$ cat config.mk
export PLATFORM = sky130hd
export DESIGN_NAME = sorted_insertion_list_core
export DESIGN_NICKNAME = d
export VERILOG_FILES = /design/src/hw/rtl/sil_pkg.sv /design/src/hw/rtl/sil_cell.sv /design/src/hw/rtl/sil_chain.sv /design/src/hw/rtl/sorted_insertion_list_core.sv
export SDC_FILE = /design/constraint.sdc
export NUM_CORES = 2
export LEC_CHECK = 0
export BUFFER_PORTS_ARGS = -buffer_cell sky130_fd_sc_hd__buf_2
export CAP_MARGIN = 20
export CORE_MARGIN = 1
export CORE_UTILIZATION = 30
export CTS_CLUSTER_SIZE = 24
export DETAILED_ROUTE_END_ITERATION = 8
export GPL_TIMING_DRIVEN = 0
export PLACE_DENSITY_LB_ADDON = 0.1
export SETUP_SLACK_MARGIN = 0.5
export SYNTH_ARGS = -nofsm -noshare
export SYNTH_HDL_FRONTEND = slang
export SYNTH_SLANG_ARGS = --single-unit
$ cat constraint.sdc
create_clock -name clk_i -period 4.7 [get_ports clk_i]
set_clock_uncertainty 0.15 [all_clocks]
set_input_delay 0.47 -clock clk_i [delete_from_list [all_inputs] [get_ports clk_i]]
set_output_delay 0.47 -clock clk_i [all_outputs]
set_load 0.01 [all_outputs]
$ cat src/hw/rtl/sil_pkg.sv
// Shared types and constants for the sorted insertion list.
package sil_pkg;

  localparam int unsigned DEPTH_DEF      = 16;
  localparam int unsigned DATA_WIDTH_DEF = 32;

  localparam int unsigned ACTION_W  = 3;
  localparam int unsigned VALUE_W   = 32;
  localparam int unsigned INDEX_W   = 5;
  localparam int unsigned STATUS_W  = 3;
  localparam int unsigned RINDEX_W  = 4;
  localparam int unsigned COUNT_W   = 5;

  typedef enum logic [ACTION_W-1:0] {
    ACT_INSERT       = 3'd0,
    ACT_REMOVE_AT    = 3'd1,
    ACT_REMOVE_FIRST = 3'd2,
    ACT_REMOVE_LAST  = 3'd3,
    ACT_FIND         = 3'd4,
    ACT_READ         = 3'd5,
    ACT_CLEAR        = 3'd6
  } action_e;

  typedef enum logic [STATUS_W-1:0] {
    ST_OK        = 3'd0,
    ST_EMPTY     = 3'd1,
    ST_BAD_INDEX = 3'd2,
    ST_NOT_FOUND = 3'd3,
    ST_FULL      = 3'd4
  } status_e;

  typedef struct packed {
    logic ins;
    logic rem;
  } cell_cmd_t;

endpackage

$ cat src/hw/rtl/sil_cell.sv
// One storage cell of the sorted list: compare, shift in from either neighbor.
module sil_cell #(
  parameter int unsigned DATA_WIDTH = 32,
  parameter int unsigned CNT_W      = 5,
  parameter int unsigned POS        = 0
) (
  input  logic                  clk_i,
  input  sil_pkg::cell_cmd_t    cmd_i,
  input  logic [CNT_W-1:0]      count_i,
  input  logic [CNT_W-1:0]      rem_pos_i,
  input  logic [DATA_WIDTH-1:0] key_i,
  input  logic [DATA_WIDTH-1:0] left_entry_i,
  input  logic [DATA_WIDTH-1:0] right_entry_i,
  input  logic                  left_gt_i,
  input  logic                  left_hit_i,
  output logic [DATA_WIDTH-1:0] entry_o,
  output logic                  gt_o,
  output logic                  hit_o,
  output logic                  first_o
);
  import sil_pkg::*;

  localparam logic [CNT_W-1:0] MY_POS = CNT_W'(POS);

  logic [DATA_WIDTH-1:0] entry_q, entry_d;
  logic                  occ;
  logic                  eq;

  assign occ     = MY_POS < count_i;
  assign gt_o    = occ && ($signed(key_i) > $signed(entry_q));
  assign eq      = occ && (key_i == entry_q);
  assign first_o = eq && !left_hit_i;
  assign hit_o   = eq || left_hit_i;
  assign entry_o = entry_q;

  always_comb begin
    entry_d = entry_q;
    if (cmd_i.ins) begin
      if (!gt_o) begin
        entry_d = left_gt_i ? key_i : left_entry_i;
      end
    end else if (cmd_i.rem && (MY_POS >= rem_pos_i)) begin
      entry_d = right_entry_i;
    end
  end

  always_ff @(posedge clk_i) begin
    entry_q <= entry_d;
  end

endmodule

$ cat src/hw/rtl/sil_chain.sv
// Row of list cells with first-match encode and indexed read.
module sil_chain #(
  parameter int unsigned DEPTH      = 16,
  parameter int unsigned DATA_WIDTH = 32,
  localparam int unsigned CNT_W     = $clog2(DEPTH + 1),
  localparam int unsigned IDX_W     = $clog2(DEPTH)
) (
  input  logic                          clk_i,
  input  sil_pkg::cell_cmd_t            cmd_i,
  input  logic [CNT_W-1:0]              count_i,
  input  logic [CNT_W-1:0]              rem_pos_i,
  input  logic [DATA_WIDTH-1:0]         key_i,
  input  logic [sil_pkg::INDEX_W-1:0]   rd_idx_i,
  output logic                          hit_o,
  output logic [IDX_W-1:0]              hit_idx_o,
  output logic [DATA_WIDTH-1:0]         rd_data_o
);
  import sil_pkg::*;

  localparam int unsigned SEL_W = (IDX_W > INDEX_W) ? IDX_W : INDEX_W;

  logic [DATA_WIDTH-1:0] entry [DEPTH];
  logic                  gt    [DEPTH];
  logic                  hit   [DEPTH];
  logic                  first [DEPTH];

  for (genvar g = 0; g < DEPTH; g++) begin : g_cell
    logic [DATA_WIDTH-1:0] left_entry, right_entry;
    logic                  left_gt, left_hit;

    if (g == 0) begin : g_head
      assign left_entry = '0;
      assign left_gt    = 1'b1;
      assign left_hit   = 1'b0;
    end else begin : g_body
      assign left_entry = entry[g-1];
      assign left_gt    = gt[g-1];
      assign left_hit   = hit[g-1];
    end

    if (g == DEPTH - 1) begin : g_tail
      assign right_entry = entry[g];
    end else begin : g_mid
      assign right_entry = entry[g+1];
    end

    sil_cell #(
      .DATA_WIDTH (DATA_WIDTH),
      .CNT_W      (CNT_W),
      .POS        (g)
    ) u_cell (
      .clk_i         (clk_i),
      .cmd_i         (cmd_i),
      .count_i       (count_i),
      .rem_pos_i     (rem_pos_i),
      .key_i         (key_i),
      .left_entry_i  (left_entry),
      .right_entry_i (right_entry),
      .left_gt_i     (left_gt),
      .left_hit_i    (left_hit),
      .entry_o       (entry[g]),
      .gt_o          (gt[g]),
      .hit_o         (hit[g]),
      .first_o       (first[g])
    );
  end

  assign hit_o = hit[DEPTH-1];

  always_comb begin
    hit_idx_o = '0;
    rd_data_o = '0;
    for (int i = 0; i < DEPTH; i++) begin
      if (first[i]) begin
        hit_idx_o = hit_idx_o | IDX_W'(i);
      end
      if (SEL_W'(rd_idx_i) == SEL_W'(i)) begin
        rd_data_o = rd_data_o | entry[i];
      end
    end
  end

endmodule

$ cat src/hw/rtl/sorted_insertion_list_core.sv
// Sorted insertion list: ascending store of signed words with insert, remove, find, read, clear.
// Every accepted word returns one result word: a status (ok, empty, bad index, not found,
// full), the read value, the first-match index and the entry count after the action. The list
// lives in a row of DEPTH cells; each cell compares the key against its own entry and takes a
// word from its left or right neighbor, so insert, remove and find touch all entries in the
// same cycle. One word is taken per cycle; the compare plus the first-match ripple through the
// cell row is the longest path. Results sit in an output register, and a new word is taken
// whenever that register is empty or being read in the same cycle. Storage needs no clearing
// after reset; entries past the count are never looked at.
module sorted_insertion_list_core #(
  parameter int unsigned DEPTH      = sil_pkg::DEPTH_DEF,
  parameter int unsigned DATA_WIDTH = sil_pkg::DATA_WIDTH_DEF
) (
  input  logic                                 clk_i,
  input  logic                                 rst_ni,
  input  logic                                 in_valid_i,
  output logic                                 in_stall_o,
  input  logic        [sil_pkg::ACTION_W-1:0]  action_i,
  input  logic signed [sil_pkg::VALUE_W-1:0]   value_i,
  input  logic        [sil_pkg::INDEX_W-1:0]   index_i,
  output logic                                 out_valid_o,
  input  logic                                 out_stall_i,
  output logic        [sil_pkg::STATUS_W-1:0]  status_o,
  output logic signed [sil_pkg::VALUE_W-1:0]   result_value_o,
  output logic        [sil_pkg::RINDEX_W-1:0]  result_index_o,
  output logic        [sil_pkg::COUNT_W-1:0]   count_o
);
  import sil_pkg::*;

  localparam int unsigned CNT_W = $clog2(DEPTH + 1);
  localparam int unsigned IDX_W = $clog2(DEPTH);
  localparam int unsigned CMP_W = (CNT_W > INDEX_W) ? CNT_W : INDEX_W;

  logic [CNT_W-1:0]      count_q, count_d;
  logic                  out_valid_q;
  logic [STATUS_W-1:0]   status_q;
  logic [VALUE_W-1:0]    rval_q;
  logic [RINDEX_W-1:0]   ridx_q;

  logic                  accept;
  action_e               act;
  status_e               st;
  cell_cmd_t             cmd;
  logic                  ins, rem;
  logic [CNT_W-1:0]      rem_pos;
  logic                  empty, full, idx_bad;
  logic [CMP_W-1:0]      idx_ext;
  logic [63:0]           value_ext;
  logic [DATA_WIDTH-1:0] key;
  logic                  hit;
  logic [IDX_W-1:0]      hit_idx;
  logic [DATA_WIDTH-1:0] rd_data;
  logic [63:0]           rd_sext;
  logic [31:0]           hit_ext;
  logic [31:0]           cnt_ext;
  logic [VALUE_W-1:0]    rval;
  logic [RINDEX_W-1:0]   ridx;

  assign in_stall_o = out_valid_q && out_stall_i;
  assign accept     = in_valid_i && !in_stall_o;
  assign act        = action_e'(action_i);

  assign value_ext = 64'($unsigned(value_i));
  assign key       = value_ext[DATA_WIDTH-1:0];
  assign idx_ext   = CMP_W'(index_i);
  assign empty     = (count_q == '0);
  assign full      = (count_q == CNT_W'(DEPTH));
  assign idx_bad   = idx_ext >= CMP_W'(count_q);
  assign rd_sext   = 64'($signed(rd_data));
  assign hit_ext   = 32'(hit_idx);

  always_comb begin
    st      = ST_OK;
    ins     = 1'b0;
    rem     = 1'b0;
    rem_pos = '0;
    count_d = count_q;
    rval    = '0;
    ridx    = '0;
    unique case (act)
      ACT_INSERT: begin
        if (full) begin
          st = ST_FULL;
        end else begin
          ins     = 1'b1;
          count_d = count_q + 1'b1;
        end
      end
      ACT_REMOVE_AT: begin
        if (empty) begin
          st = ST_EMPTY;
        end else if (idx_bad) begin
          st = ST_BAD_INDEX;
        end else begin
          rem     = 1'b1;
          rem_pos = idx_ext[CNT_W-1:0];
          count_d = count_q - 1'b1;
        end
      end
      ACT_REMOVE_FIRST: begin
        if (empty) begin
          st = ST_EMPTY;
        end else begin
          rem     = 1'b1;
          count_d = count_q - 1'b1;
        end
      end
      ACT_REMOVE_LAST: begin
        if (empty) begin
          st = ST_EMPTY;
        end else begin
          count_d = count_q - 1'b1;
        end
      end
      ACT_FIND: begin
        if (empty) begin
          st = ST_EMPTY;
        end else if (!hit) begin
          st = ST_NOT_FOUND;
        end else begin
          ridx = hit_ext[RINDEX_W-1:0];
        end
      end
      ACT_READ: begin
        if (empty) begin
          st = ST_EMPTY;
        end else if (idx_bad) begin
          st = ST_BAD_INDEX;
        end else begin
          rval = rd_sext[VALUE_W-1:0];
        end
      end
      ACT_CLEAR: begin
        count_d = '0;
      end
      default: begin
      end
    endcase
  end

  assign cmd.ins = accept && ins;
  assign cmd.rem = accept && rem;

  sil_chain #(
    .DEPTH      (DEPTH),
    .DATA_WIDTH (DATA_WIDTH)
  ) u_chain (
    .clk_i     (clk_i),
    .cmd_i     (cmd),
    .count_i   (count_q),
    .rem_pos_i (rem_pos),
    .key_i     (key),
    .rd_idx_i  (index_i),
    .hit_o     (hit),
    .hit_idx_o (hit_idx),
    .rd_data_o (rd_data)
  );

  always_ff @(posedge clk_i or negedge rst_ni) begin
    if (!rst_ni) begin
      count_q     <= '0;
      out_valid_q <= 1'b0;
    end else begin
      if (accept) begin
        count_q     <= count_d;
        out_valid_q <= 1'b1;
      end else if (!out_stall_i) begin
        out_valid_q <= 1'b0;
      end
    end
  end

  always_ff @(posedge clk_i) begin
    if (accept) begin
      status_q <= st;
      rval_q   <= rval;
      ridx_q   <= ridx;
    end
  end

  assign cnt_ext        = 32'(count_q);
  assign out_valid_o    = out_valid_q;
  assign status_o       = status_q;
  assign result_value_o = rval_q;
  assign result_index_o = ridx_q;
  assign count_o        = cnt_ext[COUNT_W-1:0];

endmodule

After elaboration in Yosys (flattened, before gate mapping). Index checks and enable logic that the tools add are counted.

Register bits after elaboration: 557. Input port bits: 44.

$add $sub $neg: 2. Order comparisons: 48. Equal/unequal tests: 58. Muxes and demuxes: 114. Bitwise gates (word level): 19. Reductions and logical operators: 137.

Operators by type and width (number): $mux W32 (76); $eq A32 B32 Y1 (16); $gt A32 B32 Y1 (16); $or A32 B32 Y32 (15); $logic_and A1 B1 Y1 (66); $eq A5 B4 Y1 const B (8); $lt A4 B5 Y1 const A (8); $ne A2 B2 Y1 const B (19); $ge A4 B5 Y1 const A (7); $mux W5 (7); $mux W4 (8); $reduce_and A2 Y1 (16); $reduce_bool A2 Y1 (15); $eq A5 B3 Y1 const B (4); $ge A3 B5 Y1 const A (4); $lt A3 B5 Y1 const A (4); $pmux W5 S4 (1); $logic_not A1 Y1 (16); $logic_or A1 B1 Y1 (15); $mux W3 (5); $mux W2 (6); $pmux W3 S4 (1); $eq A5 B2 Y1 const B (2); $ge A1 B5 Y1 const A (2); 21 further kinds (41).

Logic depth before layout (Yosys ltp).
Word-level depth: 32. Depth in mapped cells: 14.

Hierarchy. Synthesis repeated with hierarchy kept, for this count alone.

Cell total of the unflattened synthesis: 4937. Area, all modules: 46273.1 µm².

By module, submodules not included: sil_chain (instances 1, cells an instance 548, area an instance 4262.8 µm²); sil_cell (u_chain.g_cell[3].u_cell) (instances 1, cells an instance 262, area an instance 2539.9 µm²); sil_cell (u_chain.g_cell[2].u_cell) (instances 1, cells an instance 264, area an instance 2513.7 µm²); sil_cell (u_chain.g_cell[10].u_cell) (instances 1, cells an instance 265, area an instance 2491.1 µm²); sil_cell (u_chain.g_cell[12].u_cell) (instances 1, cells an instance 264, area an instance 2488.6 µm²); sil_cell (u_chain.g_cell[4].u_cell) (instances 1, cells an instance 266, area an instance 2488.6 µm²); sil_cell (u_chain.g_cell[8].u_cell) (instances 1, cells an instance 264, area an instance 2487.4 µm²); sil_cell (u_chain.g_cell[9].u_cell) (instances 1, cells an instance 264, area an instance 2484.9 µm²); sil_cell (u_chain.g_cell[14].u_cell) (instances 1, cells an instance 263, area an instance 2483.6 µm²); sil_cell (u_chain.g_cell[6].u_cell) (instances 1, cells an instance 264, area an instance 2483.6 µm²); sil_cell (u_chain.g_cell[5].u_cell) (instances 1, cells an instance 264, area an instance 2481.1 µm²); sil_cell (u_chain.g_cell[13].u_cell) (instances 1, cells an instance 263, area an instance 2479.9 µm²); sil_cell (u_chain.g_cell[0].u_cell) (instances 1, cells an instance 263, area an instance 2478.6 µm²); sil_cell (u_chain.g_cell[1].u_cell) (instances 1, cells an instance 264, area an instance 2478.6 µm²); 4 more rows.

Worst setup path after synthesis. OpenSTA, ideal clock, no wires.

Kind: in2reg. Start point: in value_i[0] in the netlist's numbering. End point: reg u_chain.g_cell[1].u_cell.entry_q[0] (enable). Setup time: 0.466 ns. Arrival time: 4.660 ns. Required time: 4.084 ns. Setup slack: -0.576 ns. Stages: 9. Buffers on the path: 2. Path through: inv_1 > ha_1 > nand4_1 > nor3_1 > or4b_2 > and3_1 > clkbuf_1 > buf_2 > o21ai_0.

Longest elaborated chain between the ends: 4.

Ends and longest elaborated chain: start, declared (RTL line sorted_insertion_list_core.sv:19) `input logic signed [sil_pkg::VALUE_W-1:0] value_i,`; $gt A32 B32 Y1 (RTL line sil_cell.sv:30) `assign gt_o = occ && ($signed(key_i) > $signed(entry_q));`; $logic_and A1 B1 Y1 (RTL line sil_cell.sv:30); $ne A2 B2 Y1 (no source line); $reduce_and A2 Y1 (no source line); end signal, assigned (RTL line sil_cell.sv:48) `entry_q <= entry_d;`; end, declared (RTL line sil_cell.sv:25) `logic [DATA_WIDTH-1:0] entry_q, entry_d;`.

Every way passes these cells. A chain may end at the register's enable or synchronous reset.

Worst setup path after layout.
Start point: reg u_chain.g_cell[9].u_cell.entry_q[27]. End point: reg ridx_q[1] (netlist: result_index_o[1]), data pin.

Longest elaborated chain between the ends: 11. Elaborated cells between the ends (all ways): 25.

Ends and longest elaborated chain: start, declared (RTL line sil_cell.sv:25); start signal, assigned (RTL line sil_cell.sv:48); $eq A32 B32 Y1 (*) (RTL line sil_cell.sv:31) `assign eq = occ && (key_i == entry_q);`; $logic_and A1 B1 Y1 (*) (RTL line sil_cell.sv:31); $logic_or A1 B1 Y1 (*) (RTL line sil_cell.sv:33) `assign hit_o = eq || left_hit_i;`; $logic_not A1 Y1 / $logic_or A1 B1 Y1 (equally long branches) (RTL line sil_cell.sv:32, sil_cell.sv:33); $logic_and A1 B1 Y1, or another cell as far along (RTL line sil_cell.sv:32) `assign first_o = eq && !left_hit_i;`; $mux W4, or another cell as far along (RTL line sil_chain.sv:74) `if (first[i]) begin`; $mux W4 / $logic_or A1 B1 Y1 (equally long branches) (RTL line sil_chain.sv:74, sil_cell.sv:33); $mux W4, or another cell as far along (3 in series) (RTL line sil_chain.sv:74); $mux W4 / $reduce_or A3 Y1 (equally long branches); end signal, assigned (RTL line sorted_insertion_list_core.sv:177) `ridx_q <= ridx;`; end, declared (RTL line sorted_insertion_list_core.sv:38) `logic [RINDEX_W-1:0] ridx_q;`.

Mark *: on every way between the ends. The rest lies on a longest branch, timed or not.

==> Implementation_results.wiki <==
{| class="wikitable"
! Metric !! Value
|-
| Critical path launch point || u_chain.g_cell[9].u_cell.entry_o[27]$_DFFE_PP_
|-
| Relative contribution of sequential cells to total power || a little under a third
|-
| Clock group share of total power || 30.7%
|-
| Post-Syn Instances || between 4000 and 5000
|-
| CTS tree || yes
|-
| Post-layout worst setup margin || approximately 0.26 ns
|-
| Commonest non-fill, non-tap cell in the layout || sky130_fd_sc_hd__edfxtp_1
|-
| Vias after detailed routing || between 40000 and 50000
|-
| Element type at the critical path start || register
|-
| Count of synthesis-stage warnings from yosys || 0
|-
| Final setup violating endpoints || 0
|-
| Portion of the post-synthesis area used by sequential elements || 38.3%
|-
| Clock-pin transition on the worst setup and hold timing paths || approximately 0.060 ns
|-
| Rows || between 100 and 150
|-
| Clock insertion delay at the later pin of the skew report || 0.74 ns
|-
| Num ports || 90
|-
| Delay-heaviest family, CP || simple AND/OR/NAND/NOR gates
|-
| Share of post-route cells with drive strength above 1 || 13.4%
|-
| Switching Power || 0.00833 W
|-
| Post-synth net total || between 5000 and 6000
|-
| Violated checks || DRC
|-
| Data required time of the worst path || 4.95 ns
|-
| Post-DP HPWL || 213000 um
|-
| TritonCTS buffer count || 79
|-
| H-tree depth reported by CTS || 3
|-
| Normalized max-slew margin || 9.18%
|-
| Post-layout minimum cycle time || between 4 and 5 ns
|-
| Chain of cells forming the critical path || inv_1 -> ha_1 -> nand4_1 -> nor4_4 -> buf_2 -> nand3_1 -> nor2_1 -> nor2_1 -> a22oi_1 -> nor2_1 -> o21ai_0 -> a21oi_1
|-
| Hold Violations, Final || 0
|-
| Pleak || ~22 nW
|-
| Post-synth top flop || sky130_fd_sc_hd__edfxtp_1
|-
| Avg WL per Cell || slightly above 40 um
|-
| Comb pwr share || approximately 39%
|-
| Proportion of synthesized flip-flops having asynchronous set or reset || under 10%
|-
| Total power divided by cell area || about 390 mW/mm^2
|-
| Final Net Count || 5550
|-
| Post-layout total power || 0.0201 W
|-
| Die width || 383 um
|-
| Register bit total from synthesis || 557
|-
| Final wirelength || 283000 um
|-
| Post-detailed-route DRC marker count || 24
|-
| Startpoint-to-endpoint class of the critical path || register to register
|-
| Weighted congestion reported at the end of routability-driven placement || 1.09
|-
| Vias per cell || 6.32
|-
| Via count of the first global-routing pass || 40500
|-
| Clock buffer depth || 3
|-
| Avg Cell Area, Syn || roughly 9.4 um^2
|-
| Die Footprint || 0.147 mm^2
|-
| Number of sinks driven by the clock tree || 557
|-
| Final Max Tran Viols || 0
|-
| Arrival time of the worst setup path || 4.69 ns
|-
| Placement Setup Slack || -1.41 ns
|-
| DR pass1 iterations || 9
|-
| Transition time of the tightest slew-check pin || 1.36 ns
|-
| Wire length of the first global-routing pass || about 370000 um
|-
| Starting DRC count in detailed routing || 6863
|-
| Maximum operating frequency || 225 MHz
|-
| Filler Cells Inserted || 14800
|-
| Setup crit end kind || register
|-
| Maximum fanout along the worst path || 4
|-
| Setup TNS Final || 0 ns
|-
| Die height || 383 um
|-
| Yosys cell types || 80
|-
| Clock Tree Root || sky130_fd_sc_hd__clkbuf_16
|-
| Number of enable flip-flop cells after synthesis || 551
|-
| Starting density of the core || 30.3%
|-
| Area Growth Syn to Fin || 19.8%
|-
| Net switching fraction of the power || 41.4%
|-
| RSZ-0062 raised after global routing || true
|-
| Combined buffer and inverter count along the critical path || 2
|-
| Reg-to-reg startpoint || u_chain.g_cell[9].u_cell.entry_o[27]$_DFFE_PP_
|-
| Max_cap viols || 0
|-
| Commonest cells after routing, fill and taps aside || sky130_fd_sc_hd__edfxtp_1 (551), sky130_fd_sc_hd__inv_1 (521), sky130_fd_sc_hd__ha_1 (516)
|-
| Largest net degree at the start of global routing || 33
|-
| Antenna violations before repair || 23
|-
| Hold WC Path Type || input pin to register
|-
| Post-route antenna net violation count || 0
|-
| Cell seen most often among critical-path stages || sky130_fd_sc_hd__nor2_1
|-
| Final critical-path share of the clock period || 94.5%
|-
| Highest ir drop seen on vdd || 346 uV
|-
| Count of input and output buffers || 86
|-
| Post-Synthesis Cell Area || around 0.044 mm^2
|-
| Global Route Usage Sum || 37.2%
|-
| Std-Cell Core Area || around 0.14 mm^2
|-
| Int Pwr || 0.0118 W
|-
| Peak per-stage delay on the critical path || 0.69 ns
|-
| Total overflow reported by the global router || 0
|-
| Critical-path top delay cell || sky130_fd_sc_hd__nor2_1
|-
| Status || complete, but fails checks
|-
| Launch instance of the worst min-delay path || value_i[0]
|}
-- flip-flops by register name (all words and copies together) (netlist names) --
| name | flops |
|---|---|
| u_chain.g_cell.u_cell.entry_o | 512 |
| count_o | 5 |
| status_o | 3 |
| result_index_o | 4 |
| result_value_o | 32 |
| out_valid_o | 1 |
-- layer usage --
metal	global-route usage [%]	routed length, um	up-vias
li1	-	-	18100
met1	48.5	112000	22000
met2	53.9	116000	3133
met3	11.2	33700	717
met4	22.4	20600	6
met5	0	42	-
-- Yosys cell counts, drive strengths merged (12+ instances only) --
master,n,area [um^2]
and3,30,193
nand2b,12,75.1
clkbuf,187,702
a31oi,28,175
nand3,172,861
mux2i,327,3270
o21ai,436,2180
o221ai,127,1110
nand4,147,920
ha,521,6520
mux2,33,372
nand2,519,1950
o21a,16,120
nor2b,24,158
nor3,36,180
a211oi,23,178
a21oi,188,941
nor4,18,128
buf,86,465
inv,526,1970
o211ai,23,178
a22o,48,420
a22oi,168,1260
nor2,144,548
a21o,73,548
edfxtp,551,16500
a221oi,51,447
-- kinds of logic (layout without fill, tap and decap cells) --
| group | count (synthesis) | in the layout | share of synthesized area, % |
|---|---|---|---|
| other | 0 | 10 | 0 |
| XOR/XNOR | 1 | 1 | 0.0201 |
| AND/OR/NAND/NOR | 1146 | 1147 | 12.3 |
| buffers and inverters | 800 | 1207 | 7.22 |
| multiplexers | 360 | 360 | 8.37 |
| flip-flops | 557 | 557 | 38.3 |
| adder cells (fa/ha/maj) | 521 | 521 | 15.0 |
| AO/OA/AOI/OAI | 1253 | 1253 | 18.8 |
-- final timing paths --
kind	end	slack (ns)	depth (start not counted)
hold / removal	u_chain.g_cell[14].u_cell.entry_o[0]$_DFFE_PP_	0.17	3
min in group asynchronous	count_o[1]$_DFFE_PN0P_	0.54	3
setup / recovery	result_index_o[1]$_SDFFCE_PP0P_	0.26	12
max in group asynchronous	count_o[0]$_DFFE_PN0P_	3.61	3
setup reg to reg	result_index_o[1]$_SDFFCE_PP0P_	0.26	12
hold reg to reg	u_chain.g_cell[14].u_cell.entry_o[21]$_DFFE_PP_	0.47	2
-- stage by stage --
step	instances	area (um^2)	hold slack (ns)	util, %
after floorplan	4638	43700	0.0244	-
after global routing	6950	52200	0.221	36.3
after CTS	6920	51700	0.150	35.9
after detailed placement	6716	48000	0.153	33.4
final	6959	52200	0.172	36.3
after global placement	6627	46500	0.151	32.3
-- final cells by class --
class	count	area (um^2)	share of cell area (%)
clock inverters	37	383	0.734
well taps	1903	2380	4.56
diodes	10	25.0	0.0480
clock buffers	105	2100	4.02
multi-input cells	3282	24500	47.0
repair buffers	265	2630	5.04
plain buffers	273	1440	2.76
inverters	527	1990	3.81
flip-flops and latches	557	16700	32.0
-- tightest hold or removal path, stage by stage --
cell and delay [ns]:
sky130_fd_sc_hd__buf_2 0.19, sky130_fd_sc_hd__mux2i_1 0.16, sky130_fd_sc_hd__o21ai_1 0.06
-- power by group through the flow --
stage | registers, W | logic [W] | clock network (W)
finish | 0.00621 | 0.00775 | 0.00618
global route | 0.00622 | 0.00785 | 0.00633
detailed placement | 0.00629 | 0.00690 | 0
global placement | 0.00634 | 0.00671 | 0
floorplan | 0.00614 | 0.00383 | 0
CTS | 0.00619 | 0.00726 | 0.00619
-- repair_timing --
action / CTS / global route
pin swaps: 32 / 15
hold buffers: 4 / 0
cloned: 2 / 2
setup endpoints to repair: 1040 / 532
setup buffers: 56 / 25
gates resized for setup: 164 / 84
hold endpoints to repair: 7 / 0
No activity file was read; power rests on OpenSTA's default activity.
